**src/sv/cicss_pkg.sv**
```systemverilog
`timescale 1ns / 1ps
// Shared types, constants and helpers for the case-insensitive substring scan.
// No dependencies; every other file imports this package.
package cicss_pkg;

	localparam int QUERY_MAX = 32;
	localparam int BYTE_W    = 8;
	localparam int IDX_W     = 32;
	localparam int QLEN_W    = $clog2(QUERY_MAX + 1);
	localparam int QIDX_W    = $clog2(QUERY_MAX);
	localparam int DATA_W    = 64;
	localparam int QWORDS    = 4;
	localparam int QW_BYTES  = DATA_W / BYTE_W;
	localparam int NREG_W    = 3;
	localparam int ADDR_W    = NREG_W + 3;

	// register indexes (byte address = 8 * index)
	localparam logic [NREG_W-1:0] REG_QUERY_LENGTH = 3'd0;
	localparam logic [NREG_W-1:0] REG_QUERY_WORD0  = 3'd1;
	localparam logic [NREG_W-1:0] REG_QUERY_WORD1  = 3'd2;
	localparam logic [NREG_W-1:0] REG_QUERY_WORD2  = 3'd3;
	localparam logic [NREG_W-1:0] REG_QUERY_WORD3  = 3'd4;

	typedef logic [BYTE_W-1:0] byte_t;
	typedef logic [QUERY_MAX-1:0][BYTE_W-1:0] query_t;

	// query reordered so that entry j lines up with window entry j
	typedef struct packed {
		query_t                 aligned;
		logic [QUERY_MAX-1:0]   mask;
		logic [QLEN_W-1:0]      qlen;
	} query_cfg_t;

	function automatic byte_t lower_ascii(input byte_t c);
		byte_t r;
		r = c;
		if (c >= 8'h41 && c <= 8'h5A) begin
			r = c + 8'h20;
		end
		return r;
	endfunction

endpackage

```
**src/sv/cicss_item_if.sv**
```systemverilog
`timescale 1ns / 1ps
// Valid/ready channel carrying one text item per transaction.
// Depends on cicss_pkg.
interface cicss_item_if;
	import cicss_pkg::*;

	logic  valid;
	logic  ready;
	byte_t text_byte;
	logic  byte_present;
	logic  string_end;
	logic  list_restart;

	modport source (output valid, output text_byte, output byte_present,
		output string_end, output list_restart, input ready);
	modport sink (input valid, input text_byte, input byte_present,
		input string_end, input list_restart, output ready);
endinterface

```
**src/sv/cicss_result_if.sv**
```systemverilog
`timescale 1ns / 1ps
// Valid/ready channel carrying one matching string index per transaction.
// Depends on cicss_pkg.
interface cicss_result_if;
	import cicss_pkg::*;

	logic             valid;
	logic             ready;
	logic [IDX_W-1:0] matching_index;

	modport source (output valid, output matching_index, input ready);
	modport sink (input valid, input matching_index, output ready);
endinterface

```
**src/sv/cicss_cfg.sv**
```systemverilog
`timescale 1ns / 1ps
// APB register file for the query, plus a registered copy of the lowered,
// length-aligned query used by the compare. Depends on cicss_pkg.
module cicss_cfg (
	input  logic                        clk,
	input  logic                        arst_n,
	input  logic                        psel,
	input  logic                        penable,
	input  logic                        pwrite,
	input  logic [cicss_pkg::ADDR_W-1:0] paddr,
	input  logic [cicss_pkg::DATA_W-1:0] pwdata,
	output logic [cicss_pkg::DATA_W-1:0] prdata,
	output logic                        pready,
	output cicss_pkg::query_cfg_t       cfg
);
	import cicss_pkg::*;

	logic [QLEN_W-1:0] query_length_q;
	logic [DATA_W-1:0] query_word_q [QWORDS];
	logic [NREG_W-1:0] reg_idx;
	logic              wr_en;
	query_t            lowered;
	logic [QLEN_W-1:0] qlen_c;
	query_cfg_t        cfg_d;
	query_cfg_t        cfg_q;

	assign pready  = 1'b1;
	assign reg_idx = paddr[ADDR_W-1:3];
	assign wr_en   = psel & penable & pwrite;

	always_ff @(posedge clk or negedge arst_n) begin
		if (!arst_n) begin
			query_length_q <= '0;
			for (int w = 0; w < QWORDS; w++) begin
				query_word_q[w] <= '0;
			end
		end else if (wr_en) begin
			unique case (reg_idx)
				REG_QUERY_LENGTH: query_length_q  <= pwdata[QLEN_W-1:0];
				REG_QUERY_WORD0:  query_word_q[0] <= pwdata;
				REG_QUERY_WORD1:  query_word_q[1] <= pwdata;
				REG_QUERY_WORD2:  query_word_q[2] <= pwdata;
				REG_QUERY_WORD3:  query_word_q[3] <= pwdata;
				default: ;
			endcase
		end
	end

	always_comb begin
		unique case (reg_idx)
			REG_QUERY_LENGTH: prdata = {{(DATA_W-QLEN_W){1'b0}}, query_length_q};
			REG_QUERY_WORD0:  prdata = query_word_q[0];
			REG_QUERY_WORD1:  prdata = query_word_q[1];
			REG_QUERY_WORD2:  prdata = query_word_q[2];
			REG_QUERY_WORD3:  prdata = query_word_q[3];
			default:          prdata = '0;
		endcase
	end

	// lengths above the maximum behave as the maximum
	assign qlen_c = (query_length_q > QLEN_W'(QUERY_MAX)) ? QLEN_W'(QUERY_MAX)
		: query_length_q;

	always_comb begin
		logic [QLEN_W-1:0] src;
		for (int w = 0; w < QWORDS; w++) begin
			for (int b = 0; b < QW_BYTES; b++) begin
				lowered[w*QW_BYTES + b] = lower_ascii(query_word_q[w][b*BYTE_W +: BYTE_W]);
			end
		end
		cfg_d.qlen = qlen_c;
		for (int j = 0; j < QUERY_MAX; j++) begin
			// window entry j (newest first) must equal query byte qlen-1-j
			src               = qlen_c - QLEN_W'(j) - QLEN_W'(1);
			cfg_d.mask[j]     = (QLEN_W'(j) < qlen_c);
			cfg_d.aligned[j]  = lowered[src[QIDX_W-1:0]];
		end
	end

	always_ff @(posedge clk or negedge arst_n) begin
		if (!arst_n) begin
			cfg_q <= '0;
		end else begin
			cfg_q <= cfg_d;
		end
	end

	assign cfg = cfg_q;
endmodule

```
**src/sv/cicss_scan.sv**
```systemverilog
`timescale 1ns / 1ps
// Scan datapath: input register, window shift and parallel compare, string
// state and the result register. Depends on cicss_pkg and both channel interfaces.
module cicss_scan (
	input  logic                  clk,
	input  logic                  arst_n,
	input  cicss_pkg::query_cfg_t cfg,
	cicss_item_if.sink            item,
	cicss_result_if.source        result
);
	import cicss_pkg::*;

	// input register
	logic  valid_s1;
	byte_t text_byte_s1;
	logic  present_s1;
	logic  end_s1;
	logic  restart_s1;

	// per-string and per-list state
	byte_t             recent_q [QUERY_MAX-1];
	logic [QLEN_W-1:0] bytes_seen_q;
	logic              found_q;
	logic [IDX_W-1:0]  list_position_q;

	// result register
	logic             out_valid_q;
	logic [IDX_W-1:0] out_index_q;

	logic              advance;
	logic [QLEN_W-1:0] seen_base;
	logic [QLEN_W-1:0] seen_new;
	logic              found_base;
	logic              found_new;
	logic [IDX_W-1:0]  pos_base;
	logic [IDX_W-1:0]  pos_next;
	query_t            win;
	logic [QUERY_MAX-1:0] eq;
	logic              hit;

	assign advance    = valid_s1 & (~out_valid_q | result.ready);
	assign item.ready = ~valid_s1 | advance;

	always_ff @(posedge clk or negedge arst_n) begin
		if (!arst_n) begin
			valid_s1 <= 1'b0;
		end else if (item.ready) begin
			valid_s1 <= item.valid;
		end
	end

	always_ff @(posedge clk) begin
		if (item.ready & item.valid) begin
			text_byte_s1 <= item.text_byte;
			present_s1   <= item.byte_present;
			end_s1       <= item.string_end;
			restart_s1   <= item.list_restart;
		end
	end

	assign seen_base  = restart_s1 ? '0 : bytes_seen_q;
	assign found_base = restart_s1 ? 1'b0 : found_q;
	assign pos_base   = restart_s1 ? '0 : list_position_q;

	always_comb begin
		win[0] = lower_ascii(text_byte_s1);
		for (int j = 1; j < QUERY_MAX; j++) begin
			win[j] = recent_q[j-1];
		end
		for (int j = 0; j < QUERY_MAX; j++) begin
			eq[j] = (win[j] == cfg.aligned[j]) | ~cfg.mask[j];
		end
	end

	assign seen_new  = (seen_base == QLEN_W'(QUERY_MAX)) ? seen_base
		: seen_base + QLEN_W'(1);
	assign hit       = present_s1 & (&eq) & (seen_new >= cfg.qlen);
	assign found_new = found_base | hit;
	assign pos_next  = (&pos_base) ? pos_base : pos_base + IDX_W'(1);

	always_ff @(posedge clk or negedge arst_n) begin
		if (!arst_n) begin
			bytes_seen_q    <= '0;
			found_q         <= 1'b0;
			list_position_q <= '0;
		end else if (advance) begin
			if (end_s1) begin
				bytes_seen_q    <= '0;
				found_q         <= 1'b0;
				list_position_q <= pos_next;
			end else begin
				bytes_seen_q    <= present_s1 ? seen_new : seen_base;
				found_q         <= found_new;
				list_position_q <= pos_base;
			end
		end
	end

	// stale window entries never cause a hit: seen count gates the hit
	always_ff @(posedge clk) begin
		if (advance & present_s1) begin
			for (int j = 0; j < QUERY_MAX - 1; j++) begin
				recent_q[j] <= win[j];
			end
		end
	end

	always_ff @(posedge clk or negedge arst_n) begin
		if (!arst_n) begin
			out_valid_q <= 1'b0;
		end else if (advance) begin
			out_valid_q <= end_s1 & found_new;
		end else if (result.ready) begin
			out_valid_q <= 1'b0;
		end
	end

	always_ff @(posedge clk) begin
		if (advance & end_s1 & found_new) begin
			out_index_q <= pos_base;
		end
	end

	assign result.valid          = out_valid_q;
	assign result.matching_index = out_index_q;
endmodule

```
**src/sv/case_insensitive_substring_scan_core.sv**
```systemverilog
`timescale 1ns / 1ps
// Case-insensitive substring scan over a byte stream of strings.
// The result for a string end passes the input register, then the result
// register; a result held by the receiver stalls the input register.
// Throughput: one item per cycle while results are taken, set by the single
// window compare stage. Reset (arst_n low) clears query registers, string
// state and list position to zero and empties both pipeline registers.
module case_insensitive_substring_scan_core (
	input  logic                        clk,
	input  logic                        arst_n,
	cicss_item_if.sink                  item,
	cicss_result_if.source              result,
	input  logic                        psel,
	input  logic                        penable,
	input  logic                        pwrite,
	input  logic [cicss_pkg::ADDR_W-1:0] paddr,
	input  logic [cicss_pkg::DATA_W-1:0] pwdata,
	output logic [cicss_pkg::DATA_W-1:0] prdata,
	output logic                        pready
);
	import cicss_pkg::*;

	query_cfg_t cfg;

	cicss_cfg u_cfg (
		.clk     (clk),
		.arst_n  (arst_n),
		.psel    (psel),
		.penable (penable),
		.pwrite  (pwrite),
		.paddr   (paddr),
		.pwdata  (pwdata),
		.prdata  (prdata),
		.pready  (pready),
		.cfg     (cfg)
	);

	cicss_scan u_scan (
		.clk    (clk),
		.arst_n (arst_n),
		.cfg    (cfg),
		.item   (item),
		.result (result)
	);
endmodule

```
**src/flat_wrapper.sv**
```systemverilog
// flat-port wrapper written by rule: the top's interface ports become plain ports
module case_insensitive_substring_scan_core_flat import cicss_pkg::*;
  (clk, arst_n, psel, penable, pwrite, paddr, pwdata, prdata, pready, item_valid, item_text_byte, item_byte_present, item_string_end, item_list_restart, item_ready, result_valid, result_matching_index, result_ready);
  cicss_item_if item_i ();
  cicss_result_if result_i ();
  input  logic clk;
  input  logic arst_n;
  input  logic psel;
  input  logic penable;
  input  logic pwrite;
  input  logic [cicss_pkg::ADDR_W-1:0] paddr;
  input  logic [cicss_pkg::DATA_W-1:0] pwdata;
  output logic [cicss_pkg::DATA_W-1:0] prdata;
  output logic pready;
  input wire logic [$bits(item_i.valid)-1:0] item_valid;
  input wire logic [$bits(item_i.text_byte)-1:0] item_text_byte;
  input wire logic [$bits(item_i.byte_present)-1:0] item_byte_present;
  input wire logic [$bits(item_i.string_end)-1:0] item_string_end;
  input wire logic [$bits(item_i.list_restart)-1:0] item_list_restart;
  output wire logic [$bits(item_i.ready)-1:0] item_ready;
  output wire logic [$bits(result_i.valid)-1:0] result_valid;
  output wire logic [$bits(result_i.matching_index)-1:0] result_matching_index;
  input wire logic [$bits(result_i.ready)-1:0] result_ready;
  assign item_i.valid = item_valid;
  assign item_i.text_byte = item_text_byte;
  assign item_i.byte_present = item_byte_present;
  assign item_i.string_end = item_string_end;
  assign item_i.list_restart = item_list_restart;
  assign item_ready = item_i.ready;
  assign result_valid = result_i.valid;
  assign result_matching_index = result_i.matching_index;
  assign result_i.ready = result_ready;
  case_insensitive_substring_scan_core u_core (.clk(clk), .arst_n(arst_n), .item(item_i), .result(result_i), .psel(psel), .penable(penable), .pwrite(pwrite), .paddr(paddr), .pwdata(pwdata), .prdata(prdata), .pready(pready));
endmodule
```
**config.mk**
```make
export PLATFORM = sky130hd
export DESIGN_NAME = case_insensitive_substring_scan_core_flat
export DESIGN_NICKNAME = d
export VERILOG_FILES = /design/src/sv/cicss_pkg.sv /design/src/sv/cicss_item_if.sv /design/src/sv/cicss_result_if.sv /design/src/sv/cicss_cfg.sv /design/src/sv/cicss_scan.sv /design/src/sv/case_insensitive_substring_scan_core.sv /design/src/flat_wrapper.sv
export SDC_FILE = /design/constraint.sdc
export NUM_CORES = 2
export LEC_CHECK = 0
export BUFFER_PORTS_ARGS = -buffer_cell sky130_fd_sc_hd__buf_2
export CAP_MARGIN = 20
export CORE_ASPECT_RATIO = 0.9
export CORE_UTILIZATION = 66
export CTS_BUF_LIST = sky130_fd_sc_hd__clkbuf_2
export DETAILED_ROUTE_END_ITERATION = 8
export PLACE_DENSITY = 0.84
export SETUP_SLACK_MARGIN = 0.05
export SLEW_MARGIN = 0
export SYNTH_ARGS = -nofsm -noshare
export SYNTH_HDL_FRONTEND = slang
export SYNTH_SLANG_ARGS = --single-unit
```
**constraint.sdc**
```tcl
create_clock -name clk -period 31.2 [get_ports clk]
set_clock_uncertainty 0.15 [all_clocks]
set_input_delay 4.68 -clock clk [delete_from_list [all_inputs] [get_ports clk]]
set_output_delay 4.68 -clock clk [all_outputs]
set_load 0.005 [all_outputs]
```
==> results.py <==
metrics = {
    "outcome": {
        "status": "finished with violations",
        "violations": "design-rule violations",
    },
    "sta": {
        "fin_crit_sh_pct": 39.1,
        "fin_crit_ps": 12200,
        "setup_viol": 0,
        "maxSlewViolCount": 0,
        "holdWs_ps": 251,
        "rsz0062_at_grt": "no",
        "hold_viol": 0,
        "maxSlewHeadroom_pct": 6.82,
        "clock.fmax_mhz": 82.0,
        "fin_setup_tns_ps": 0,
        "tightest_slew_ps": 1380,
    },
    "grt": {
        "grt_remaining_overflow": 0,
        "grt.total_usage_pct": 53.9,
        "antenna_found_initial": 18,
        "grt_max_degree": 197,
        "grt_first_pass_wirelength_um": 291000,
        "grt_pass1_vias": 40200,
    },
    "power_and_ir_drop": {
        "peakVddDrop_mv": 0.0666,
        "swShare_pct": 49.6,
        "p_total_w": 0.00537,
        "cellPowerDensity_nw_per_um2": 96.7,
        "p_leak_nw": 23.8,
        "p_int_w": 0.00271,
        "p_sw_w": 0.00266,
        "pwr-share-clk_pct": 14.6,
        "combPwrFrac_pct": 51.9,
        "pwr-share-seq_pct": 33.4,
    },
    "floorplanning": {
        "core-area_um2": 76500,
        "die_y_um": 266,
        "dieArea_um2": 78800,
        "dieWidth_um": 296,
        "rows": 96,
        "initial_core_util_pct": 67.0,
        "io_pins": 187,
    },
    "setup_path": {
        "crit_start": "paddr[3]",
        "arrival_ps": 7370,
        "crit_type": "input pin to output port",
        "worstPathMaxFanout": 48,
        "reg2reg_to": "u_core.u_cfg.cfg[84]$_DFF_PN0_",
        "rrSetupSlack_ps": 24850,
        "reg2reg_from": "u_core.u_cfg.query_length_q[5]$_DFFE_PN0P_",
        "cp-end-kind": "output port",
        "cp-endpoint": "prdata[46]",
        "crit_required_ps": 26370,
        "cp-start-kind": "input pin",
        "r2r_cells": 10,
    },
    "route": {
        "num_vias": 43800,
        "drt_iter0_drc": 7912,
        "drc": 31,
        "post_drt_via_cell_ratio": 7.36,
        "ant_nets": 0,
        "wl_per_cell_um": 35.7,
        "wirelength_um": 212000,
        "firstDrtPassIters": 9,
    },
    "cts": {
        "cts_setup_buffers": 0,
        "numClockSinks": 887,
        "cts.hold.buffers_added": 0,
        "cts_tree": "built",
        "worstSkewPairLatency_ps": 1520,
        "path_clk_slew_ps": 110,
        "cts.root.buffer_cell": "clkbuf_2",
        "cts-htree-levels": 4,
        "cts_buffers": 206,
        "clockBufferDepth": 3,
        "post_cts_resize_count": 0,
    },
    "final_layout": {
        "register_area_um2": 23700,
        "area_delta_synth_final_pct": 8.50,
        "multi_input_area_um2": 26600,
        "final_cell_area_um2": 55600,
        "stdcell_count": 5956,
        "n_fill_cell": 5254,
        "layout.nets": 4887,
        "drive_above_1_share_pct": 23.4,
    },
    "place": {
        "portBuffers": 182,
        "gp_congestion": 1.14,
        "placed_cell_area_um2": 53500,
        "hpwl_um": 162000,
        "dp_cells": 5554,
    },
    "min_path": {
        "min_path_type": "register to register",
    },
    "synthesis": {
        "synth_area_per_cell_um2": 11.4,
        "synth-seq-area-share_pct": 46.2,
        "ys.warnings.count": 0,
        "ys.flop_type": "dfrtp_1",
        "synth_edf_count": 291,
        "async_flop_share_pct": 67.2,
        "yosys_register_bits": 887,
        "syn_nets": 4638,
        "synth_cell_types": 85,
        "netlist_instances": 4494,
        "syn_area_um2": 51200,
    },
    "job": {
        "drv_cap": 0,
    },
}
[cell usage after synthesis (10+ instances only)]
master	count	area (µm²)
nand4_1	87	544
and2_1	21	131
a31oi_1	13	81.3
clkbuf_1	157	589
o31a_1	25	219
nand2_1	649	2440
o211ai_1	21	158
mux4_2	161	3630
nor2_1	152	571
nor3b_1	13	97.6
o221ai_1	17	149
mux2i_1	498	4980
o311a_1	10	100
dfrtp_1	596	14900
o21ai_1	14	70.1
edfxtp_1	291	8740
nand2b_1	22	138
o21ai_0	172	861
inv_1	74	278
a21oi_1	60	300
buf_2	31	155
nor4_1	14	87.6
ha_1	56	701
or3_1	11	68.8
buf_1	56	210
o31ai_1	12	90.1
o311ai_0	22	193
or2_2	16	100
nand3_1	38	190
nor3_1	33	165
a222oi_1	15	150
nor2b_1	46	288
or4_1	33	248
a211oi_1	28	210
xnor2_1	283	2480
xor2_1	44	385
a22oi_1	191	1430
mux2_2	291	3280
o22ai_1	60	375
and3_1	10	62.6
[worst max-delay path, stage by stage]
cell      delay, ps
buf_2           250
nor2b_1         640
nor2b_4         420
buf_4           580
inv_1           190
o221ai_1        350
buf_2           190
[area by class of cell]
class | instances | share of cell area [%]
clock inverters | 59 | 0.644
well taps | 1029 | 2.32
multi-input cells | 3284 | 47.8
clock buffers | 321 | 2.89
inverters | 78 | 0.542
diodes | 12 | 0.0540
repair buffers | 286 | 3.17
flip-flops and latches | 887 | 42.5
[worst min-delay path by stage]
stage | cells after the start | endpoint | from | slack, ps
2_1_floorplan | 0 | u_core.u_scan.recent_q[0][100]$_DFFE_PP_ | u_core.u_scan.recent_q[0][92]$_DFFE_PP_ | 300
3_3_place_gp | 0 | u_core.u_scan.recent_q[0][119]$_DFFE_PP_ | u_core.u_scan.recent_q[0][111]$_DFFE_PP_ | 300
3_5_place_dp | 0 | u_core.u_scan.recent_q[0][125]$_DFFE_PP_ | u_core.u_scan.recent_q[0][117]$_DFFE_PP_ | 310
4_1_cts | 0 | u_core.u_scan.recent_q[1][19]$_DFFE_PP_ | u_core.u_scan.recent_q[1][11]$_DFFE_PP_ | 240
5_1_grt | 0 | u_core.u_scan.recent_q[1][28]$_DFFE_PP_ | u_core.u_scan.recent_q[1][20]$_DFFE_PP_ | 270
6_report | 0 | u_core.u_scan.recent_q[0][29]$_DFFE_PP_ | u_core.u_scan.recent_q[0][21]$_DFFE_PP_ | 250
[power groups by stage]
stage,Combinational [W],Sequential (W),Clock [W]
after global placement,0.00252,0.00177,0
after CTS,0.00258,0.00176,0.000785
after floorplan,0.00158,0.00163,0
after global routing,0.00281,0.00179,0.000841
after detailed placement,0.00257,0.00179,0
final,0.00279,0.00180,0.000787
[cells in the final DEF (no fill, tap or decap), types with 22 or more instances in the layout]
cell / instances
o31a_1: 25
o21ai_0: 172
mux2_2: 291
dfrtp_1: 596
ha_1: 54
inv_1: 73
nand4_1: 87
a21oi_1: 60
nand2_1: 649
edfxtp_1: 291
nor2_1: 145
clkbuf_2: 322
xor2_1: 41
buf_4: 93
or4_1: 33
o311ai_0: 22
xnor2_1: 271
nor2b_1: 43
nor3_1: 33
mux4_2: 161
mux2i_1: 498
o22ai_1: 60
nand3_1: 38
a211oi_1: 28
buf_2: 181
a22oi_1: 191
clkinv_1: 40
[cells by family (layout without fill, tap and decap cells)]
logic type                 Yosys count  after routing  share of synthesized area [%]
AOI/OAI and AO/OA                  778            778                           10.7
xor gates and xnor gates           328            328                           5.62
adders and majority gates           56             56                           1.37
buffers and inverters              323            744                           2.45
DFF                                887            887                           46.2
muxes                              952            952                           23.3
other                                1             13                        0.00732
and+or+nand+nor                   1169           1169                           10.4
[state kept, by name, indices dropped and copies added, names as in the netlist]
signal and count:
u_core.u_cfg.cfg 293, u_core.u_cfg.query_word_q 256, u_core.u_scan.recent_q 248, u_core.u_scan.list_position_q 32
u_core.u_scan.result.matching_index 32, u_core.u_scan.text_byte_s1 8, u_core.u_cfg.query_length_q 6, u_core.u_scan.bytes_seen_q 6
u_core.u_scan.end_s1 1, u_core.u_scan.found_q 1, u_core.u_scan.present_s1 1, u_core.u_scan.restart_s1 1
u_core.u_scan.result.valid 1, u_core.u_scan.valid_s1 1
[per-stage QoR]
stage	worst slack [ps]	util, %
global route	18990	72.6
CTS	19180	72.5
finish	19000	72.7
detailed placement	19170	69.9
global placement	19140	69.9
floorplan	14250	-
[metal layers]
metal,up-vias,track usage (%),part of all wire (%)
met5,-,2.88,0.21
li1,17500,-,-
met1,21300,67.8,34
met2,4061,69.6,38
met3,982,30.3,18
met4,24,36.2,8.7
Power figures use the tool's default switching activity.
